==> src/sos_pkg.sv <==
`default_nettype none

package sos_pkg;

    localparam int MAX_SUBSTACKS_DEF  = 16;
    localparam int SUBSTACK_DEPTH_DEF = 16;

    localparam int W_VALUE  = 32;
    localparam int W_OPCODE = 2;
    localparam int W_INDEX  = 4;
    localparam int W_STATUS = 2;
    localparam int W_CAP    = 5;
    localparam int W_INUSE  = 5;

    localparam logic [W_CAP-1:0] CAPACITY_RESET = 5'd3;

    typedef enum logic [W_OPCODE-1:0] {
        OP_PUSH   = 2'd0,
        OP_POP    = 2'd1,
        OP_POP_AT = 2'd2,
        OP_NOP    = 2'd3
    } t_opcode;

    typedef enum logic [W_STATUS-1:0] {
        ST_OK        = 2'd0,
        ST_EMPTY     = 2'd1,
        ST_BAD_INDEX = 2'd2,
        ST_OVERFLOW  = 2'd3
    } t_status;

    // outcome of one operation, handed from the slot controller to the top
    typedef struct packed {
        t_status status;
        logic    take;      // a value is read from the plate RAM
    } t_op_info;

endpackage

`default_nettype wire

==> src/sos_slot_ctrl.sv <==
`default_nettype none

module sos_slot_ctrl #(
    parameter int MAX_SUBSTACKS  = sos_pkg::MAX_SUBSTACKS_DEF,
    parameter int SUBSTACK_DEPTH = sos_pkg::SUBSTACK_DEPTH_DEF,
    parameter int W_ACT  = $clog2(MAX_SUBSTACKS + 1),
    parameter int W_ADDR = 8
) (
    input  wire logic                         i_clk,
    input  wire logic                         i_rst_n,
    input  wire logic                         i_go,
    input  wire sos_pkg::t_opcode             i_opcode,
    input  wire logic [sos_pkg::W_INDEX-1:0]  i_index,
    input  wire logic [sos_pkg::W_CAP-1:0]    i_cap,
    output sos_pkg::t_op_info                 o_info,
    output logic      [W_ACT-1:0]             o_active,
    output logic                              o_mem_we,
    output logic                              o_mem_re,
    output logic      [W_ADDR-1:0]            o_mem_addr
);
    import sos_pkg::*;

    localparam int W_POS  = $clog2(MAX_SUBSTACKS);
    localparam int W_FILL = $clog2(SUBSTACK_DEPTH + 1);
    localparam int W_LVL  = (SUBSTACK_DEPTH > 1) ? $clog2(SUBSTACK_DEPTH) : 1;
    localparam int W_CMP  = (W_FILL > W_CAP) ? W_FILL : W_CAP;
    localparam int W_WIDE = (W_ACT > W_INDEX) ? W_ACT : W_INDEX;

    logic [W_POS-1:0]  r_map  [MAX_SUBSTACKS];
    logic [W_FILL-1:0] r_fill [MAX_SUBSTACKS];
    logic [W_ACT-1:0]  r_active;

    logic [W_POS-1:0]  n_map  [MAX_SUBSTACKS];
    logic [W_FILL-1:0] n_fill [MAX_SUBSTACKS];
    logic [W_ACT-1:0]  n_active;

    logic [W_CMP-1:0]  cap_wide;
    logic [W_CMP-1:0]  cap_eff;
    logic [W_ACT-1:0]  act_m1;
    logic [W_POS-1:0]  last_slot;
    logic [W_POS-1:0]  new_slot;
    logic [W_FILL-1:0] last_fill;
    logic              need_new;
    logic              is_full;
    logic [W_WIDE-1:0] idx_wide;
    logic [W_WIDE-1:0] act_wide;
    logic [W_WIDE-1:0] pos_wide;
    logic [W_POS-1:0]  pos;
    logic [W_POS-1:0]  pop_slot;
    logic [W_FILL-1:0] pop_level;
    logic [W_POS-1:0]  push_slot;
    logic [W_FILL-1:0] push_level;
    logic              do_push;
    logic              do_pop;
    t_status           status;

    // effective capacity: zero acts as one, saturate at the slot depth
    always_comb begin
        cap_wide = W_CMP'(i_cap);
        if (cap_wide == '0) begin
            cap_eff = W_CMP'(1);
        end else if (cap_wide > W_CMP'(SUBSTACK_DEPTH)) begin
            cap_eff = W_CMP'(SUBSTACK_DEPTH);
        end else begin
            cap_eff = cap_wide;
        end
    end

    assign act_m1    = r_active - W_ACT'(1);
    assign last_slot = r_map[act_m1[W_POS-1:0]];
    assign new_slot  = r_map[r_active[W_POS-1:0]];
    assign last_fill = r_fill[last_slot];
    assign need_new  = (r_active == '0) || (W_CMP'(last_fill) >= cap_eff);
    assign is_full   = (r_active == W_ACT'(MAX_SUBSTACKS));

    assign idx_wide  = W_WIDE'(i_index);
    assign act_wide  = W_WIDE'(r_active);
    assign pos_wide  = (i_opcode == OP_POP_AT) ? idx_wide : W_WIDE'(act_m1);
    assign pos       = pos_wide[W_POS-1:0];
    assign pop_slot  = r_map[pos];
    assign pop_level = r_fill[pop_slot] - W_FILL'(1);

    assign push_slot  = need_new ? new_slot : last_slot;
    assign push_level = need_new ? '0 : last_fill;

    always_comb begin
        do_push = 1'b0;
        do_pop  = 1'b0;
        status  = ST_OK;
        case (i_opcode)
            OP_PUSH: begin
                if (need_new && is_full) begin
                    status = ST_OVERFLOW;
                end else begin
                    do_push = 1'b1;
                end
            end
            OP_POP: begin
                if (r_active == '0) begin
                    status = ST_EMPTY;
                end else begin
                    do_pop = 1'b1;
                end
            end
            OP_POP_AT: begin
                if (idx_wide >= act_wide) begin
                    status = ST_BAD_INDEX;
                end else begin
                    do_pop = 1'b1;
                end
            end
            default: begin
                status = ST_OK;
            end
        endcase
    end

    // next state of counts and slot map
    always_comb begin
        n_map    = r_map;
        n_fill   = r_fill;
        n_active = r_active;
        if (do_push) begin
            n_fill[push_slot] = push_level + W_FILL'(1);
            if (need_new) begin
                n_active = r_active + W_ACT'(1);
            end
        end else if (do_pop) begin
            n_fill[pop_slot] = pop_level;
            if (pop_level == '0) begin
                // close the gap: later positions shift down, emptied slot goes last
                for (int i = 0; i < MAX_SUBSTACKS - 1; i++) begin
                    if ((i >= int'(pos)) && (i + 1 < int'(r_active))) begin
                        n_map[i] = r_map[i + 1];
                    end
                end
                n_map[act_m1[W_POS-1:0]] = pop_slot;
                n_active = act_m1;
            end
        end
    end

    always_ff @(posedge i_clk) begin
        if (!i_rst_n) begin
            for (int i = 0; i < MAX_SUBSTACKS; i++) begin
                r_map[i]  <= W_POS'(i);
                r_fill[i] <= '0;
            end
            r_active <= '0;
        end else if (i_go) begin
            r_map    <= n_map;
            r_fill   <= n_fill;
            r_active <= n_active;
        end
    end

    assign o_info.status = status;
    assign o_info.take   = do_pop;
    assign o_active      = r_active;
    assign o_mem_we      = i_go && do_push;
    assign o_mem_re      = i_go && do_pop;
    assign o_mem_addr    = do_push ? {push_slot, push_level[W_LVL-1:0]}
                                   : {pop_slot, pop_level[W_LVL-1:0]};

endmodule

`default_nettype wire

==> config.mk <==
export PLATFORM = sky130hd
export DESIGN_NAME = sos_slot_ctrl
export DESIGN_NICKNAME = d
export VERILOG_FILES = /design/src/sos_pkg.sv /design/src/sos_slot_ctrl.sv
export SDC_FILE = /design/constraint.sdc
export NUM_CORES = 1
export LEC_CHECK = 0
export BUFFER_PORTS_ARGS = -buffer_cell sky130_fd_sc_hd__buf_2
export CAP_MARGIN = 20
export CORE_AREA = 10 10 159 161
export DETAILED_ROUTE_END_ITERATION = 12
export DIE_AREA = 0 0 169 171
export GPL_ROUTABILITY_DRIVEN = 0
export PLACE_DENSITY = 0.71
export SYNTH_ARGS = -nofsm -noshare
export SYNTH_HDL_FRONTEND = slang
export SYNTH_SLANG_ARGS = --single-unit
==> constraint.sdc <==
create_clock -name i_clk -period 8.8 [get_ports i_clk]
set_clock_uncertainty 0.15 [all_clocks]
set_input_delay 0.88 -clock i_clk [delete_from_list [all_inputs] [get_ports i_clk]]
set_output_delay 0.88 -clock i_clk [all_outputs]
set_load 0.02 [all_outputs]
# --- Yosys cells after proc, flatten, opt, wreduce, memory -nomap -nowiden ---
# Index checks and enable logic that the tools add are counted.
op_classes:
  n_addsub: 4
  magnitude_cmp: 42
  eq_ne: 4
  muxes: 105
  bitwise: 7
  n_reduce_logical: 31
ops:
  columns: ["cell", "n"]
  rows:
  - ["4-bit two-way mux", 69]
  - ["80-bit bitwise mux", 2]
  - ["80-bit two-way mux", 2]
  - ["5-bit two-way mux", 13]
  - ["64-bit bitwise mux", 1]
  - ["4-bit binary-select mux with 4-bit select", 3]
  - ["5-bit binary-select mux with 4-bit select", 2]
  - ["5-bit demux with 4-bit select", 2]
  - ["4-bit by 5-bit less-than comparator with 1-bit output, first input constant", 8]
  - ["5-bit greater-or-equal comparator, second input constant", 6]
  - ["4-bit inverter with 5-bit output", 6]
  - ["4-bit greater-or-equal comparator, first input constant", 7]
  - ["1-bit logical AND", 21]
  - ["3-bit by 5-bit less-than comparator with 1-bit output, first input constant", 4]
  - ["4-bit demux with 4-bit select", 1]
  - ["3-bit by 4-bit greater-or-equal comparator with 1-bit output, first input constant", 4]
  - ["5-bit zero test", 3]
  - ["5-bit by 1-bit less-than comparator with 1-bit output, second input constant", 3]
  - ["5-bit by 1-bit adder with 5-bit output, second input constant", 2]
  - ["2-bit by 5-bit less-than comparator with 1-bit output, first input constant", 2]
  - ["5-bit by 1-bit subtractor with 5-bit output, second input constant", 2]
  - ["1-bit by 4-bit greater-or-equal comparator with 1-bit output, first input constant", 2]
  - ["2-bit by 4-bit greater-or-equal comparator with 1-bit output, first input constant", 2]
  - ["8-bit two-way mux", 1]
  - ["other kinds (18)", 25]
word_totals:
  register_bits: 149
  inputBits: 14
  out_inout_bits: 18

# --- Logic depth before layout (Yosys ltp) ---
logic_depth:
  depth_word: 19
  depth_mapped: 31
  mapped_depth_nobuf: 23

# --- Worst setup path before layout ---
# OpenSTA, ideal clock, no wires.
synth_path:
  path_type: "flip-flop to output port"
  startpoint: "register r_active[0], in the netlist o_active[0]"
  endpoint: "output port o_mem_addr[6]"
  arrival_time_ps: 6810
  required_time_ps: 7770
  slack_ps: 960
  path_stages_with_launch: 26
  cell_sequence: "dfxtp_1 -> buf_6 -> buf_2 -> buf_2 -> clkbuf_1 -> inv_1 -> ha_1 -> buf_2 -> clkbuf_1 -> mux4_2 -> mux4_2 -> clkbuf_1 -> nor2b_1 -> a22oi_1 -> nand2_1 -> inv_1 -> ha_1 -> nand2b_1 -> a21o_1 -> a21o_1 -> a21o_1 -> a211oi_1 -> clkbuf_1 -> o21ai_1 -> clkbuf_1 -> a21boi_0"
synth_between:
  elab_chain_cells: 15
  elab_cells_between_ends: 27
  cone_classes: "add/sub: 1; order compare: 1; eq/ne: 1; mux: 17; bitwise: 4; reduce/logical: 3"
synth_rtl:
  columns: ["item", "line_no", "source"]
  rows:
  - ["start: declaration", "sos_slot_ctrl.sv:31", "logic [W_ACT-1:0] r_active;"]
  - ["start signal: assignment", "sos_slot_ctrl.sv:153", "r_active <= n_active;"]
  - ["5-bit by 1-bit subtractor with 5-bit output (*)", "sos_slot_ctrl.sv:69", "assign act_m1 = r_active - W_ACT'(1);"]
  - ["net act_m1[0]", "sos_slot_ctrl.sv:39", "logic [W_ACT-1:0] act_m1;"]
  - ["4-bit inverter with 5-bit output (not written as such)", "sos_slot_ctrl.sv:70", "assign last_slot = r_map[act_m1[W_POS-1:0]];"]
  - ["4-bit binary-select mux with 4-bit select", "sos_slot_ctrl.sv:70", null]
  - ["4-bit two-way mux (not written as such) (2 in a row)", "sos_slot_ctrl.sv:70", null]
  - ["4-bit inverter with 5-bit output (not written as such)", "sos_slot_ctrl.sv:72", "assign last_fill = r_fill[last_slot];"]
  - ["5-bit binary-select mux with 4-bit select", "sos_slot_ctrl.sv:72", null]
  - ["5-bit two-way mux (not written as such) (2 in a row)", "sos_slot_ctrl.sv:72", null]
  - ["5-bit greater-or-equal comparator", "sos_slot_ctrl.sv:73", "assign need_new = (r_active == '0) || (W_CMP'(last_fill) >= cap_eff);"]
  - ["1-bit logical OR", "sos_slot_ctrl.sv:73", null]
  - ["1-bit logical AND", "sos_slot_ctrl.sv:92", "if (need_new && is_full) begin"]
  - ["1-bit two-way mux", "sos_slot_ctrl.sv:92", null]
  - ["1-bit two-way mux", "sos_slot_ctrl.sv:90", "case (i_opcode)"]
  - ["8-bit two-way mux (*)", "sos_slot_ctrl.sv:162", "assign o_mem_addr = do_push ? {push_slot, push_level[W_LVL-1:0]}"]
  - ["end: declaration", "sos_slot_ctrl.sv:19", "output logic [W_ADDR-1:0] o_mem_addr"]
# The timed path passes the listed nets; every way through them passes the cells marked *. The select of a mux whose other input is x is not followed.

# --- Worst setup path in the final report ---
layout_path:
  startpoint: "input port i_opcode[0]"
  endpoint: "register r_map[35] (netlist name)"
layout_between:
  elab_chain_cells: 13
  elab_cells_between_ends: 25
  cone_classes: "add/sub: 1; order compare: 1; eq/ne: 2; mux: 14; bitwise: 3; reduce/logical: 4"
layout_rtl:
  columns: ["item", "line_no", "source"]
  rows:
  - ["start: declaration", "sos_slot_ctrl.sv:12", "input wire sos_pkg::t_opcode i_opcode,"]
  - ["2-bit equality test", "sos_slot_ctrl.sv:78, sos_slot_ctrl.sv:90", null]
  - ["4-bit two-way mux", "sos_slot_ctrl.sv:78", "assign pos_wide = (i_opcode == OP_POP_AT) ? idx_wide : W_WIDE'(act_m1);"]
  - ["4-bit inverter with 5-bit output (not written as such)", "sos_slot_ctrl.sv:80", "assign pop_slot = r_map[pos];"]
  - ["4-bit binary-select mux with 4-bit select", "sos_slot_ctrl.sv:80", null]
  - ["4-bit two-way mux (not written as such) (2 in a row)", "sos_slot_ctrl.sv:80", null]
  - ["4-bit inverter with 5-bit output (not written as such)", "sos_slot_ctrl.sv:81", "assign pop_level = r_fill[pop_slot] - W_FILL'(1);"]
  - ["5-bit binary-select mux with 4-bit select", "sos_slot_ctrl.sv:81", null]
  - ["5-bit two-way mux (not written as such) (2 in a row)", "sos_slot_ctrl.sv:81", null]
  - ["5-bit by 1-bit subtractor with 5-bit output", "sos_slot_ctrl.sv:81", null]
  - ["5-bit zero test", "sos_slot_ctrl.sv:130", "if (pop_level == '0) begin"]
  - ["4-bit AND reduction (no source line)", null, null]
  - ["end signal: indexed assignment", "sos_slot_ctrl.sv:146", "r_map[i] <= W_POS'(i);"]
  - ["end signal: assignment", "sos_slot_ctrl.sv:151", "r_map <= n_map;"]
  - ["end: declaration", "sos_slot_ctrl.sv:29", "logic [W_POS-1:0] r_map [MAX_SUBSTACKS];"]
# Parallel ways exist; a longest one is shown, timed or not. The select of a mux whose other input is x is not followed.
# A chain may end at the register's enable or synchronous reset.

==> results.json <==
{
  "cts_buffers": 17,
  "crit_type": "in2reg",
  "cts_tree": "yes",
  "rows": 55,
  "synth_compound_area_share_pct": 26.9,
  "place.port_buffers": 31,
  "die_h_um": 171,
  "clk-insertion-delay-late_ps": 450,
  "worstMarginPinSlew_ps": 1010,
  "post-cts-setup-buffers": 0,
  "reg2reg_slack_ps": 1230,
  "cts.repair.resized": 0,
  "fin_crit_sh_pct": 88.9,
  "setup-violations-final": 0,
  "ys_ff_latch": 149,
  "postSynthCellCount": 1451,
  "grt_pass1_wl_um": 69700,
  "cp_max_fo": 23,
  "n_antenna_cell": 0,
  "drt-total-wl_um": 45100,
  "dp_cells": 1685,
  "cts.htree.levels": 4,
  "synthDistinctLibCells": 84,
  "p_comb_share_pct": 70.7,
  "p_int_mw": 2.22,
  "drt_iter0_markers": 2236,
  "ant_nets": 0,
  "dp_hpwl_um": 31900,
  "synth_top_family_by_area": "compound AO/OA/AOI/OAI gates",
  "synth_area_mm2": 0.0120,
  "worstHoldPathType": "reg2reg",
  "grt_max_degree": 92,
  "final_cell_count_no_fill": 1715,
  "first_pass_iters": 7,
  "endpoint_kind": "register",
  "avgSynthCellArea_um2": 8.24,
  "ys_seq_area_share_pct": 24.9,
  "synth_simple_gate_area_share_pct": 19.4,
  "grt-ovfl-total": 0,
  "pre_cts_ws_ps": 803,
  "dieArea_mm2": 0.0289,
  "clockRootBuffer": "clkbuf_16",
  "cp.required_ps": 8990,
  "fin_ws_ps": 973,
  "synth_top_cell_by_area": "dfxtp_1",
  "p_clk_share_pct": 14.9,
  "pin_count": 32,
  "ctsLongestPathBuffers": 2,
  "coreArea_mm2": 0.0222,
  "synthAdderAreaFrac_pct": 2.20,
  "synth_top_area_share_pct": 24.9,
  "tns_ps": 0,
  "synthXorXnorAreaFrac_pct": 1.02,
  "yosysMostFrequentCell": "nor2_1",
  "p_leak_nw": 4.82,
  "wl_per_cell_um": 26.3,
  "status": "finished clean",
  "hold_path_depth": 2,
  "r2r-start": "o_active[1]",
  "powerDensity_mw_per_mm2": 404,
  "synth.mux.area_fraction_pct": 20.1,
  "synth-async-reset-ratio_pct": 0,
  "clock_sinks": 149,
  "worst_r2r_path_depth": 18,
  "synth_warnings": 0,
  "antenna_found_initial": 0,
  "synthTopCellsByArea": "dfxtp_1 (25%), mux4_2 (11%), mux2i_1 (7.3%)",
  "holdPathEnd": "r_fill[19]",
  "r2r-end": "r_map[35]",
  "rsz0062_at_grt": "no",
  "holdBufCountCts": 0,
  "drive_gt1_share_pct": 15.0,
  "drt-vias-per-instance": 7.41,
  "clk_pin_slew_ps": 60,
  "area_growth_pct": 6.78,
  "p_sw_share_pct": 56.9,
  "track_usage_pct": 30.5,
  "finalCriticalPeriod_ps": 7830,
  "via_count": 12700,
  "drc_errors": 0,
  "ir_drop_mv": 0.464,
  "maxCapViolCount": 0,
  "crit_arrival_ps": 8020,
  "drv_slew": 0,
  "die_w_um": 169,
  "max_freq_mhz": 128,
  "finalHoldViolCount": 0,
  "start_util_pct": 53.8,
  "max_slew_margin_pct": 33.0,
  "total_power_mw": 5.15,
  "synth-edff-count": 0,
  "grt_pass1_vias": 12000,
  "seqPwrFrac_pct": 14.4,
  "synth-main-ff-cell": "dfxtp_1",
  "hp-start": "r_fill[19]",
  "synth_common_cells": "nor2_1 (163), dfxtp_1 (149), nand2_1 (141), o21ai_0 (88), mux2i_1 (87)",
  "switching_power_mw": 2.93,
  "synth_nets": 1486,
  "final_nets": 1454,
  "cp-start-kind": "input port"
}
## stage by stage
step                util (%)  hold slack, ps  cell area [um2]
detailed placement      54.8             329            12200
CTS                     57.4             343            12800
global route            57.4             365            12800
floorplan                  -             292            12000
global placement        54.8             325            12200
finish                  57.4             341            12800
## state kept, by name, indices dropped and copies added, names as in the netlist
name	cells
o_active	5
r_map	64
r_fill	80
## worst max-delay path: stages
cell,delay (ps)
buf_2,120
inv_1,80
ha_1,570
inv_1,260
a21oi_2,690
nor2_1,240
a22o_4,340
nor2_8,360
mux2_2,400
a2bb2oi_1,310
nor3b_2,880
buf_4,360
ha_1,210
o211ai_1,120
a2111oi_0,450
a41oi_1,160
a21oi_2,810
o21ai_1,370
a221oi_1,360
## routing by layer
metal / vias to the layer above / track usage, % / wire length (um)
met5: - / 0 / 0
met2: 1095 / 47.1 / 19600
li1: 5462 / - / -
met3: 315 / 7.48 / 5790
met4: 0 / 20.0 / 3420
met1: 5833 / 37.2 / 16300
## cell type report
type	count	area, um2
Sequential cell	149	2980
Inverter	34	128
Timing Repair Buffer	61	380
Clock buffer	18	429
Clock inverter	12	158
Tap cell	285	357
Multi-Input combinational cell	1156	8330
Fill cell	2019	9460
## cell families after synthesis
family,after synthesis
and+or+nand+nor,502
AOI/OAI and AO/OA,453
muxes,167
DFF,149
buffers and inverters,146
adders and majority gates,21
xor gates and xnor gates,13
## power groups by stage
| stage | registers, mW | clock network (mW) | logic [mW] |
|---|---|---|---|
| after floorplan | 0.742 | 0 | 2.37 |
| after global placement | 0.754 | 0 | 3.43 |
| after detailed placement | 0.753 | 0 | 3.45 |
| after CTS | 0.739 | 0.765 | 3.45 |
| after global routing | 0.743 | 0.784 | 3.74 |
| final | 0.743 | 0.766 | 3.65 |
## cells in the final DEF (no fill, tap or decap), types with 31 or more instances in the layout
cell type and n:
nor2_1 163, dfxtp_1 148, nand2_1 141, o21ai_0 88
mux2i_1 87, a21oi_1 80, nand3_1 75, mux4_2 56
o22ai_1 44, a22oi_1 34, inv_1 33, buf_2 31
## how the worst max path moves through the flow
| stage | startpoint | end | slack, ps | depth (start not counted) |
|---|---|---|---|---|
| 2_1_floorplan | o_active[0] | o_mem_addr[6] | 960 | 25 |
| 3_3_place_gp | i_opcode[0] | r_map[19] | 1000 | 20 |
| 3_5_place_dp | i_opcode[0] | r_map[16] | 800 | 20 |
| 4_1_cts | o_active[0] | o_mem_addr[6] | 1100 | 19 |
| 5_1_grt | i_opcode[0] | r_map[35] | 610 | 19 |
| 6_report | i_opcode[0] | r_map[35] | 970 | 19 |
No activity file was read; power rests on OpenSTA's default activity.
